## src/rtl/core/cip_pkg.sv

```systemverilog
package cip_pkg;

    // Accumulator width; the sums saturate at 2^SUM_BITS - 1.
    localparam int SUM_BITS = 24;
    localparam int OUT_W    = 24;

    localparam int PT_W    = 16;
    localparam int ETA_W   = 13;
    localparam int PHI_W   = 12;
    localparam int ANG_W   = 12;
    localparam int D2_W    = 27;
    localparam int CFG_W   = 16;

    // Item kinds.
    localparam logic [1:0] KIND_START = 2'd0;
    localparam logic [1:0] KIND_CAND  = 2'd1;
    localparam logic [1:0] KIND_END   = 2'd2;

    // Configuration register indexes.
    localparam logic [1:0] CFG_THR = 2'd0;
    localparam logic [1:0] CFG_VETO = 2'd1;
    localparam logic [1:0] CFG_ACT  = 2'd2;

    localparam logic [PT_W-1:0] ACT_RADIUS_RST = 16'd261;

    // Mini cone constants, pt in 1/16 GeV, angles in pi/2048 units.
    localparam logic [PT_W-1:0] MINI_P_LOW    = 16'd800;
    localparam logic [PT_W-1:0] MINI_P_HIGH   = 16'd3200;
    localparam logic [D2_W-1:0] MINI_D2_WIDE   = 27'd16900;
    localparam logic [D2_W-1:0] MINI_D2_NARROW = 27'd1089;
    localparam logic [38:0]     MINI_K         = 39'd10879324416;

    localparam int QDEPTH = 4;
    localparam int QAW    = $clog2(QDEPTH);

    typedef enum logic [1:0] {
        OP_CLEAR,
        OP_ISO,
        OP_ACT,
        OP_EMIT
    } t_op;

    typedef struct packed {
        t_op             op;
        logic [PT_W-1:0] pt;
    } t_cmd;

    typedef struct packed {
        logic [PT_W-1:0]  thr;
        logic [ANG_W-1:0] veto_r;
        logic [ANG_W-1:0] act_r;
    } t_cfg;

    typedef struct packed {
        logic       full;
        logic       empty;
    } t_q_ctl;

endpackage

```

## src/rtl/core/cip_front.sv

```systemverilog
module cip_front
    import cip_pkg::*;
(
    input  logic             i_clk,
    input  logic             i_rst_n,
    input  t_cfg             i_cfg,
    input  logic             i_valid,
    output logic             o_ready,
    input  logic [1:0]       i_kind,
    input  logic [PT_W-1:0]  i_pt,
    input  logic [ETA_W-1:0] i_eta,
    input  logic [PHI_W-1:0] i_phi,
    input  logic             i_q_full,
    output logic             o_push,
    output t_cmd             o_cmd
);

    typedef struct packed {
        logic [1:0]      kind;
        logic [PT_W-1:0] pt;
        logic [PT_W-1:0] ppt;
        logic            thr_ok;
    } t_item;

    logic [PT_W-1:0]  r_probe_pt;
    logic [ETA_W-1:0] r_probe_eta;
    logic [PHI_W-1:0] r_probe_phi;

    logic [23:0] r_act2;
    logic [23:0] r_veto2;

    logic r_s1_valid, r_s2_valid, r_s3_valid, r_s4_valid;
    t_item r_s1, r_s2, r_s3, r_s4;

    logic [ETA_W-1:0] r_s1_ade;
    logic [ANG_W-1:0] r_s1_dp;
    logic [25:0]      r_s2_ade2;
    logic [23:0]      r_s2_dp2;
    logic [D2_W-1:0]  r_s3_d2;

    logic        r_s4_drop;
    logic        r_s4_wide, r_s4_narrow, r_s4_wide_in, r_s4_narrow_in, r_s4_small;
    logic [26:0] r_s4_q;
    logic [11:0] r_s4_p;

    logic             en;
    logic             acc;
    logic signed [13:0] de;
    logic [13:0]      de_abs;
    logic [ANG_W-1:0] dp_raw;
    logic [ANG_W-1:0] dp_fold;
    logic [38:0]      mid_prod;
    logic             in_mini;
    logic             s4_needs;

    always_ff @(posedge i_clk) begin
        r_act2  <= 24'(i_cfg.act_r) * 24'(i_cfg.act_r);
        r_veto2 <= 24'(i_cfg.veto_r) * 24'(i_cfg.veto_r);
    end

    // Only items that change the sums or emit take a queue slot.
    always_comb begin
        s4_needs = 1'b0;
        case (r_s4.kind)
            KIND_START, KIND_END: s4_needs = 1'b1;
            KIND_CAND:            s4_needs = !r_s4_drop;
            default:              s4_needs = 1'b0;
        endcase
    end

    assign en      = !(r_s4_valid && s4_needs && i_q_full);
    assign o_ready = en;
    assign acc     = i_valid && en;

    always_comb begin
        de      = $signed({i_eta[ETA_W-1], i_eta})
                  - $signed({r_probe_eta[ETA_W-1], r_probe_eta});
        de_abs  = de[13] ? 14'(-de) : 14'(de);
        dp_raw  = i_phi - r_probe_phi;
        dp_fold = (dp_raw > 12'd2048) ? (~dp_raw) + 12'd1 : dp_raw;
    end

    always_ff @(posedge i_clk) begin
        if (!i_rst_n) begin
            r_probe_pt  <= '0;
            r_probe_eta <= '0;
            r_probe_phi <= '0;
            r_s1_valid  <= 1'b0;
            r_s2_valid  <= 1'b0;
            r_s3_valid  <= 1'b0;
            r_s4_valid  <= 1'b0;
        end else begin
            if (acc && i_kind == KIND_START) begin
                r_probe_pt  <= i_pt;
                r_probe_eta <= i_eta;
                r_probe_phi <= i_phi;
            end
            if (en) begin
                r_s1_valid <= acc;
                r_s2_valid <= r_s1_valid;
                r_s3_valid <= r_s2_valid;
                r_s4_valid <= r_s3_valid;
            end
        end
    end

    always_ff @(posedge i_clk) begin
        if (en) begin
            r_s1.kind   <= i_kind;
            r_s1.pt     <= i_pt;
            r_s1.ppt    <= r_probe_pt;
            r_s1.thr_ok <= (i_pt >= i_cfg.thr);
            r_s1_ade    <= de_abs[ETA_W-1:0];
            r_s1_dp     <= dp_fold;

            r_s2      <= r_s1;
            r_s2_ade2 <= 26'(r_s1_ade) * 26'(r_s1_ade);
            r_s2_dp2  <= 24'(r_s1_dp) * 24'(r_s1_dp);

            r_s3    <= r_s2;
            r_s3_d2 <= D2_W'(r_s2_ade2) + D2_W'(r_s2_dp2);

            r_s4           <= r_s3;
            r_s4_drop      <= !r_s3.thr_ok || (r_s3_d2 > D2_W'(r_act2))
                              || (r_s3_d2 < D2_W'(r_veto2));
            r_s4_wide      <= (r_s3.ppt <= MINI_P_LOW);
            r_s4_narrow    <= (r_s3.ppt >= MINI_P_HIGH);
            r_s4_wide_in   <= (r_s3_d2 <= MINI_D2_WIDE);
            r_s4_narrow_in <= (r_s3_d2 <= MINI_D2_NARROW);
            // Above 2^15 the candidate is outside the cone for any mid-range probe pt.
            r_s4_small     <= (r_s3_d2[D2_W-1:15] == '0);
            r_s4_q         <= 27'(r_s3_d2[14:0]) * 27'(r_s3.ppt[11:0]);
            r_s4_p         <= r_s3.ppt[11:0];
        end
    end

    always_comb begin
        mid_prod = 39'(r_s4_q) * 39'(r_s4_p);
        if (r_s4_wide) begin
            in_mini = r_s4_wide_in;
        end else if (r_s4_narrow) begin
            in_mini = r_s4_narrow_in;
        end else begin
            in_mini = r_s4_small && (mid_prod <= MINI_K);
        end
    end

    always_comb begin
        o_cmd.pt = r_s4.pt;
        case (r_s4.kind)
            KIND_START: o_cmd.op = OP_CLEAR;
            KIND_END:   o_cmd.op = OP_EMIT;
            default:    o_cmd.op = in_mini ? OP_ISO : OP_ACT;
        endcase
        o_push = r_s4_valid && s4_needs && !i_q_full;
    end

endmodule

```

## src/rtl/core/cip_queue.sv

```systemverilog
module cip_queue
    import cip_pkg::*;
(
    input  logic   i_clk,
    input  logic   i_rst_n,
    input  logic   i_push,
    input  t_cmd   i_cmd,
    input  logic   i_pop,
    output t_cmd   o_cmd,
    output t_q_ctl o_ctl
);

    t_cmd           r_mem [QDEPTH];
    logic [QAW-1:0] r_wr_ptr;
    logic [QAW-1:0] r_rd_ptr;
    logic [QAW:0]   r_count;

    logic full, empty, do_push, do_pop;

    assign full    = (r_count == (QAW+1)'(QDEPTH));
    assign empty   = (r_count == '0);
    assign do_push = i_push && !full;
    assign do_pop  = i_pop && !empty;
    assign o_cmd   = r_mem[r_rd_ptr];

    always_comb begin
        o_ctl.full  = full;
        o_ctl.empty = empty;
    end

    always_ff @(posedge i_clk) begin
        if (do_push) begin
            r_mem[r_wr_ptr] <= i_cmd;
        end
    end

    always_ff @(posedge i_clk) begin
        if (!i_rst_n) begin
            r_wr_ptr <= '0;
            r_rd_ptr <= '0;
            r_count  <= '0;
        end else begin
            if (do_push) begin
                r_wr_ptr <= r_wr_ptr + 1'b1;
            end
            if (do_pop) begin
                r_rd_ptr <= r_rd_ptr + 1'b1;
            end
            if (do_push && !do_pop) begin
                r_count <= r_count + 1'b1;
            end else if (do_pop && !do_push) begin
                r_count <= r_count - 1'b1;
            end
        end
    end

endmodule

```

## src/rtl/core/cip_back.sv

```systemverilog
module cip_back
    import cip_pkg::*;
(
    input  logic             i_clk,
    input  logic             i_rst_n,
    input  t_cmd             i_cmd,
    input  logic             i_cmd_valid,
    output logic             o_pop,
    output logic             o_valid,
    input  logic             i_ready,
    output logic [OUT_W-1:0] o_iso_sum,
    output logic [OUT_W-1:0] o_activity_sum
);

    logic [SUM_BITS-1:0] r_iso_acc;
    logic [SUM_BITS-1:0] r_act_acc;
    logic                r_out_valid;
    logic [OUT_W-1:0]    r_out_iso;
    logic [OUT_W-1:0]    r_out_act;

    logic                out_free;
    logic [SUM_BITS:0]   iso_s;
    logic [SUM_BITS:0]   act_s;
    logic [SUM_BITS-1:0] iso_sat;
    logic [SUM_BITS-1:0] act_sat;

    assign out_free = !r_out_valid || i_ready;
    assign o_pop    = i_cmd_valid && ((i_cmd.op != OP_EMIT) || out_free);

    always_comb begin
        iso_s   = {1'b0, r_iso_acc} + (SUM_BITS+1)'(i_cmd.pt);
        act_s   = {1'b0, r_act_acc} + (SUM_BITS+1)'(i_cmd.pt);
        iso_sat = iso_s[SUM_BITS] ? '1 : iso_s[SUM_BITS-1:0];
        act_sat = act_s[SUM_BITS] ? '1 : act_s[SUM_BITS-1:0];
    end

    always_ff @(posedge i_clk) begin
        if (!i_rst_n) begin
            r_iso_acc   <= '0;
            r_act_acc   <= '0;
            r_out_valid <= 1'b0;
        end else begin
            if (o_pop && i_cmd.op == OP_EMIT) begin
                r_out_valid <= 1'b1;
            end else if (i_ready) begin
                r_out_valid <= 1'b0;
            end
            if (o_pop) begin
                unique case (i_cmd.op)
                    OP_CLEAR: begin
                        r_iso_acc <= '0;
                        r_act_acc <= '0;
                    end
                    OP_ISO:  r_iso_acc <= iso_sat;
                    OP_ACT:  r_act_acc <= act_sat;
                    OP_EMIT: begin
                    end
                endcase
            end
        end
    end

    always_ff @(posedge i_clk) begin
        if (o_pop && i_cmd.op == OP_EMIT) begin
            r_out_iso <= OUT_W'(r_iso_acc);
            r_out_act <= OUT_W'(r_act_acc);
        end
    end

    assign o_valid        = r_out_valid;
    assign o_iso_sum      = r_out_iso;
    assign o_activity_sum = r_out_act;

endmodule

```

## src/rtl/core/cone_isolation_pt_sum.sv

```systemverilog
// Channel   Direction  Handshake                Payload
// input     in         i_in_valid / o_in_ready  i_kind, i_pt, i_eta, i_phi
// result    out        o_out_valid / i_out_ready o_iso_sum, o_activity_sum
// config    in         i_cfg_wr_en              i_cfg_index, i_cfg_data
//
// One item is taken per cycle while the command queue has room. An end item
// passes through the four front stages (angle differences, squares, squared
// distance, cone tests) and the queue, and its result lands in the output
// register. Reset is synchronous and active low; it clears the probe, both
// sums, the queue and all valid flags. A stalled result only holds back the
// queue, so the front keeps taking items until the queue fills.
module cone_isolation_pt_sum
    import cip_pkg::*;
(
    input  logic             i_clk,
    input  logic             i_rst_n,
    input  logic             i_in_valid,
    output logic             o_in_ready,
    input  logic [1:0]       i_kind,
    input  logic [PT_W-1:0]  i_pt,
    input  logic [ETA_W-1:0] i_eta,
    input  logic [PHI_W-1:0] i_phi,
    output logic             o_out_valid,
    input  logic             i_out_ready,
    output logic [OUT_W-1:0] o_iso_sum,
    output logic [OUT_W-1:0] o_activity_sum,
    input  logic             i_cfg_wr_en,
    input  logic [1:0]       i_cfg_index,
    input  logic [CFG_W-1:0] i_cfg_data
);

    // Configuration registers. Writes to an unused index are ignored.
    t_cfg r_cfg;

    always_ff @(posedge i_clk) begin
        if (!i_rst_n) begin
            r_cfg.thr    <= '0;
            r_cfg.veto_r <= '0;
            r_cfg.act_r  <= ANG_W'(ACT_RADIUS_RST);
        end else if (i_cfg_wr_en) begin
            unique case (i_cfg_index)
                CFG_THR:  r_cfg.thr    <= i_cfg_data;
                CFG_VETO: r_cfg.veto_r <= i_cfg_data[ANG_W-1:0];
                CFG_ACT:  r_cfg.act_r  <= i_cfg_data[ANG_W-1:0];
                default: begin
                end
            endcase
        end
    end

    // The front classifies each item against the latched probe and turns it
    // into a command for the back: clear, add to one of the sums, or emit.
    logic   push;
    t_cmd   push_cmd;
    t_cmd   head_cmd;
    logic   pop;
    t_q_ctl q_ctl;

    cip_front u_front (
        .i_clk    (i_clk),
        .i_rst_n  (i_rst_n),
        .i_cfg    (r_cfg),
        .i_valid  (i_in_valid),
        .o_ready  (o_in_ready),
        .i_kind   (i_kind),
        .i_pt     (i_pt),
        .i_eta    (i_eta),
        .i_phi    (i_phi),
        .i_q_full (q_ctl.full),
        .o_push   (push),
        .o_cmd    (push_cmd)
    );

    cip_queue u_queue (
        .i_clk   (i_clk),
        .i_rst_n (i_rst_n),
        .i_push  (push),
        .i_cmd   (push_cmd),
        .i_pop   (pop),
        .o_cmd   (head_cmd),
        .o_ctl   (q_ctl)
    );

    // The back owns the saturating sums and the output register.
    cip_back u_back (
        .i_clk          (i_clk),
        .i_rst_n        (i_rst_n),
        .i_cmd          (head_cmd),
        .i_cmd_valid    (!q_ctl.empty),
        .o_pop          (pop),
        .o_valid        (o_out_valid),
        .i_ready        (i_out_ready),
        .o_iso_sum      (o_iso_sum),
        .o_activity_sum (o_activity_sum)
    );

endmodule

```

## config.mk

```make
export PLATFORM = sky130hd
export DESIGN_NAME = cone_isolation_pt_sum
export DESIGN_NICKNAME = d
export VERILOG_FILES = /design/src/rtl/core/cip_pkg.sv /design/src/rtl/core/cip_front.sv /design/src/rtl/core/cip_queue.sv /design/src/rtl/core/cip_back.sv /design/src/rtl/core/cone_isolation_pt_sum.sv
export SDC_FILE = /design/constraint.sdc
export NUM_CORES = 2
export LEC_CHECK = 0
export ABC_AREA = 1
export BUFFER_PORTS_ARGS = -buffer_cell sky130_fd_sc_hd__buf_4
export CELL_PAD_IN_SITES_DETAIL_PLACEMENT = 2
export CELL_PAD_IN_SITES_GLOBAL_PLACEMENT = 2
export CORE_ASPECT_RATIO = 0.7
export CORE_UTILIZATION = 41
export CTS_CLUSTER_SIZE = 16
export DETAILED_ROUTE_END_ITERATION = 10
export PLACE_DENSITY_LB_ADDON = 0.1
export SLEW_MARGIN = 20
export SYNTH_ARGS = -nofsm -noshare
export SYNTH_HDL_FRONTEND = slang
export SYNTH_SLANG_ARGS = --single-unit
```

## constraint.sdc

```tcl
create_clock -name i_clk -period 12.19 [get_ports i_clk]
set_input_delay 1.219 -clock i_clk [delete_from_list [all_inputs] [get_ports i_clk]]
set_output_delay 1.219 -clock i_clk [all_outputs]
set_load 0.05 [all_outputs]
```

# Yosys cells after proc, flatten, opt, wreduce, memory -nomap -nowiden
# Memory sizes are Yosys's and may differ from the RTL's. A register that Yosys moved wholly into a read port is not among the register bits.
# Cells that the tools add are included.
# word_totals
ff_bits,507
latch_bits,0
ram_bits,72
rom_bits,0
out_inout_bits,50
wordCells,143
mem_count,1
# memory_table
name,words,word_bits,read_ports,rd_ports_with_merged_regs,write_ports,line_no,text
u_queue.r_mem,4,18,1,1,1,cip_queue.sv:13,t_cmd r_mem [QDEPTH];
# op_classes
n_addsub,11
mul,6
div,0
n_lt_le_gt_ge,9
n_eq_ne,9
shifts,0
n_mux,19
bitwise,1
reduce_logical,40
# ops
op,count
$pmux 24 s2,2
$mul 12x12->24,3
$add 24x16->25,2
$mux 24,2
$le 39x34->1 const B,1
$mul 27x12->39,1
$add 26x24->27,1
$gt 27x24->1,1
$le 27x11->1 const B,1
$le 27x15->1 const B,1
$lt 27x24->1,1
$mul 15x12->27,1
$mul 13x13->26,1
$ge 16x12->1 const B,1
$ge 16x16->1,1
$le 16x10->1 const B,1
$sub 13x13->14,1
$mux 13,1
$neg 13->13,1
$add 12x1->12 const B,1
$gt 12x12->1 const B,1
$logic_and 1x1->1,12
$logic_not 12->1,1
$mux 12,1
other kinds (21),55

# Longest topological paths before layout
# depth
word_depth,10
mapped_depth,37
depth_no_buf,35

# Cells and area by module
# From an unflattened synthesis, not the netlist that was laid out.
# hier_totals
cells_unflattened,6983
area_unflattened_um2,59087.9
# by_module_without_submodules
mod,instances,cells_each,area_per_inst_um2,seq_area_each_um2
cip_front,1,5588,47667.0,9869.5
cip_back,1,894,6472.5,2422.3
cip_queue,1,246,3218.1,2342.2
cone_isolation_pt_sum,1,255,1730.4,800.8

# Least setup slack after synthesis
# No wires, ideal clock.
# synth_timing
path_type,register -> register
from,register u_queue.r_count[0]
to,"register u_front.r_s4, in the netlist u_front.o_cmd[0], enable pin"
arrival_time_ns,6.952
setup_slack_ns,2.373
path_stages_with_launch,3
path_buffers,0
cell_sequence,dfxtp_1 > nor3_1 > nand3_1
# synth_via
elab_chain_len,2
# synth_lines
item,line_no,text
start: declaration,cip_queue.sv:16,logic [QAW:0] r_count;
start signal: assignment,cip_queue.sv:50,r_count <= r_count + 1'b1;
start signal: assignment,cip_queue.sv:52,r_count <= r_count - 1'b1;
$eq 3x3->1,cip_queue.sv:20,assign full = (r_count == (QAW+1)'(QDEPTH));
$logic_and 1x1->1,cip_front.sv:71,assign en = !(r_s4_valid && s4_needs && i_q_full);
end signal: assignment,cip_front.sv:123,r_s4 <= r_s3;
end: declaration,cip_front.sv:33,"t_item r_s1, r_s2, r_s3, r_s4;"
# Every way passes these cells.
# A chain may end at the register's enable or synchronous reset.

==> metrics <==
run status completed; global route overflow 0; Die H ~310 um; Worst path most repeated cell nand2_1; Setup-failing EPs final 0; fin. max-slew vios 0; CP max FO 27; Seq/Total Area, Yosys 0.272; initial antenna violation count 4; syn nets 7,786; largest net degree at the start of global routing 82; post-CTS resize count 0; port bufs 115; Buf/Inv on CP 4; worst rel slew slack 0.250; Post-Syn Area per Cell 8.76 um^2; clk buf depth 3; # IOs 116; final number of hold-violating endpoints 0; Syn-to-layout area delta 8.90%; worst r2r path cells 29; wire per inst 21.7 um; FF+latch count, synth 577; Std-Cell Rows about 110; DRC errors left 0; Iter 0 DRT Violations 2,004; Clock Pin Slew Worst Setup and Hold Paths roughly 0.07 ns; Syn Std Cell Area 56,800 um^2; CTS tree done; DIE AREA 140,000 um^2; postcts setup bufs 0; RePlAce Congestion about 0.8; setup tns final 0 ns; Worst Setup Start Kind register; slowest CP cell edfxtp_1; Fmax 144 MHz; CTS Hold Bufs 0; hold crit path type reg -> reg; dpl hpwl ~140,000 um; main flop type after synthesis edfxtp_1; total CTS buffers 66; Post-synth EDFFs 388; CP peak stage delay 1.09 ns; worst path required time between 10 and 15 ns; NumNets Final roughly 8,000; most frequent cells in the layout inv_1, nand2_1, fa_1, ha_1, edfxtp_1; WL final around 180,000 um; Slew @ Worst Pin 1.12 ns; Antenna Nets Post-Route 0; Syn Inst Count 6,477; clock root buffer clkbuf_16; layout cell share with drive strength beyond 1 0.0478; max_cap viols 0; Hold Path Depth 0; vias in the first global route ~50,000; YS warnings 0; Die W 447 um; first-pass GRT wire length 288,000 um; most common cell after layout, fill and taps aside inv_1; CP Capture Type register; clock sinks 577; crit share post-route 0.570; First-pass DRT Iterations 5; delay-heaviest family, CP adder cells; via count between 40,000 and 50,000; CTS H-tree depth 3; Core Region 137,000 um^2; clock period minus worst slack 6.95 ns; Post-synth ARST share 0; Vias per Instance 5.13; clock latency on the worst-skew pair 0.67 ns; CP arrival 7.34 ns; Initial Util 0.416; total global-route track usage 0.266; type of the worst setup path reg -> reg; RSZ-0062 raised after global routing false; WP depth 29; Synth cell types 65; Post-Route Skew 0.0533 ns
[cells by family (layout without fill, tap and decap cells)]
| group | after synthesis | after routing | share of synthesized area |
|---|---|---|---|
| xor gates and xnor gates | 233 | 233 | 0.0365 |
| muxes | 2 | 2 | 0.000397 |
| AOI/OAI and AO/OA | 733 | 733 | 0.0710 |
| DFF | 577 | 577 | 0.272 |
| and+or+nand+nor | 1908 | 1908 | 0.133 |
| adders and majority gates | 1243 | 1243 | 0.369 |
| buffers and inverters | 1781 | 1849 | 0.118 |
| other | 0 | 3 | 0 |
[metal layers]
| metal | GRT usage | vias up | wire (um) |
|---|---|---|---|
| met5 | 0 | - | 0 |
| met4 | 0.0443 | 0 | 2660 |
| met3 | 0.0330 | 167 | 7160 |
| met2 | 0.442 | 688 | 85500 |
| met1 | 0.376 | 22400 | 86300 |
| li1 | - | 19800 | - |
[path summary, 6_finish.rpt]
path                      from                   end  slack (ns)
min reg2reg   u_front.r_s2[30]      u_front.r_s3[30]        0.41
max reg2reg  u_front.r_s4_p[6]  u_queue.r_mem[2][17]        5.24
min           u_front.r_s2[30]      u_front.r_s3[30]        0.41
max          u_front.r_s4_p[6]  u_queue.r_mem[2][17]        5.24
[area by class of cell]
type	count	area [um^2]
Timing Repair Buffer	155	1230
Tap cell	1840	2300
Multi-Input combinational cell	4119	34600
Sequential cell	577	15400
Fill cell	15100	74800
Clock buffer	81	1740
Inverter	1573	5910
Clock inverter	40	554
Antenna cell	3	7.51
[per-stage QoR]
| step | setup WS (ns) | cell area [um^2] | instances | hold WS [ns] | util |
|---|---|---|---|---|---|
| final | 5.24 | 61800 | 8388 | 0.413 | 0.453 |
| after global routing | 4.78 | 61800 | 8387 | 0.414 | 0.453 |
| after CTS | 5.07 | 61700 | 8381 | 0.408 | 0.452 |
| after detailed placement | 5.08 | 59400 | 8260 | 0.406 | 0.435 |
| after global placement | 5.43 | 59400 | 8260 | 0.401 | 0.435 |
| after floorplan | 2.37 | 56800 | 6477 | 0.372 | - |
[worst register-to-register path, delay by kind of cell (launching register included)]
kind | cells | cell delay [ns]
AOI/OAI and AO/OA | 1 | 0.14
adders and majority gates | 6 | 2.95
buffers and inverters | 4 | 0.26
DFF | 1 | 1.09
and+or+nand+nor | 18 | 2.24
[flip-flops by register name, indices dropped and copies added (netlist names), 25 cells and up, named ones only]
name	cells
u_queue.r_mem	72
r_cfg	40
u_front.r_s1	35
u_front.r_s2	35
u_front.r_s3	35
u_front.r_s3_d2	27
u_front.r_s4_q	27
u_front.r_s2_ade2	25
[synth_stat cells (4+ instances only)]
cell type | instances | area (um^2)
o22ai_1 | 15 | 93.8
nor3_1 | 36 | 180
clkbuf_1 | 196 | 736
nand2_2 | 8 | 50.1
a21boi_0 | 6 | 45.0
nand3_1 | 96 | 480
o21ai_1 | 22 | 110
o211ai_1 | 16 | 120
o21bai_1 | 19 | 143
nor2_1 | 224 | 841
xor2_2 | 4 | 65.1
dfxtp_1 | 189 | 3780
a21oi_2 | 7 | 61.3
a21o_1 | 11 | 82.6
nand3b_1 | 7 | 52.6
a31oi_1 | 17 | 106
o21ai_0 | 222 | 1110
xnor2_1 | 85 | 744
ha_1 | 527 | 6590
or2_2 | 10 | 62.6
nand4_1 | 25 | 156
inv_1 | 1567 | 5880
fa_1 | 716 | 14300
a21oi_1 | 355 | 1780
nand2_1 | 1466 | 5500
o21ai_2 | 5 | 43.8
xor2_1 | 144 | 1260
a211oi_1 | 6 | 45.0
o21a_1 | 7 | 52.6
buf_2 | 9 | 45.0
nor2_2 | 4 | 25.0
edfxtp_1 | 388 | 11700
nor3b_1 | 4 | 30.0
nor4_1 | 13 | 81.3
Power is left out: the tool's default activity adds up to more than one toggle a clock period on the data nets, which glitch-free logic cannot reach.
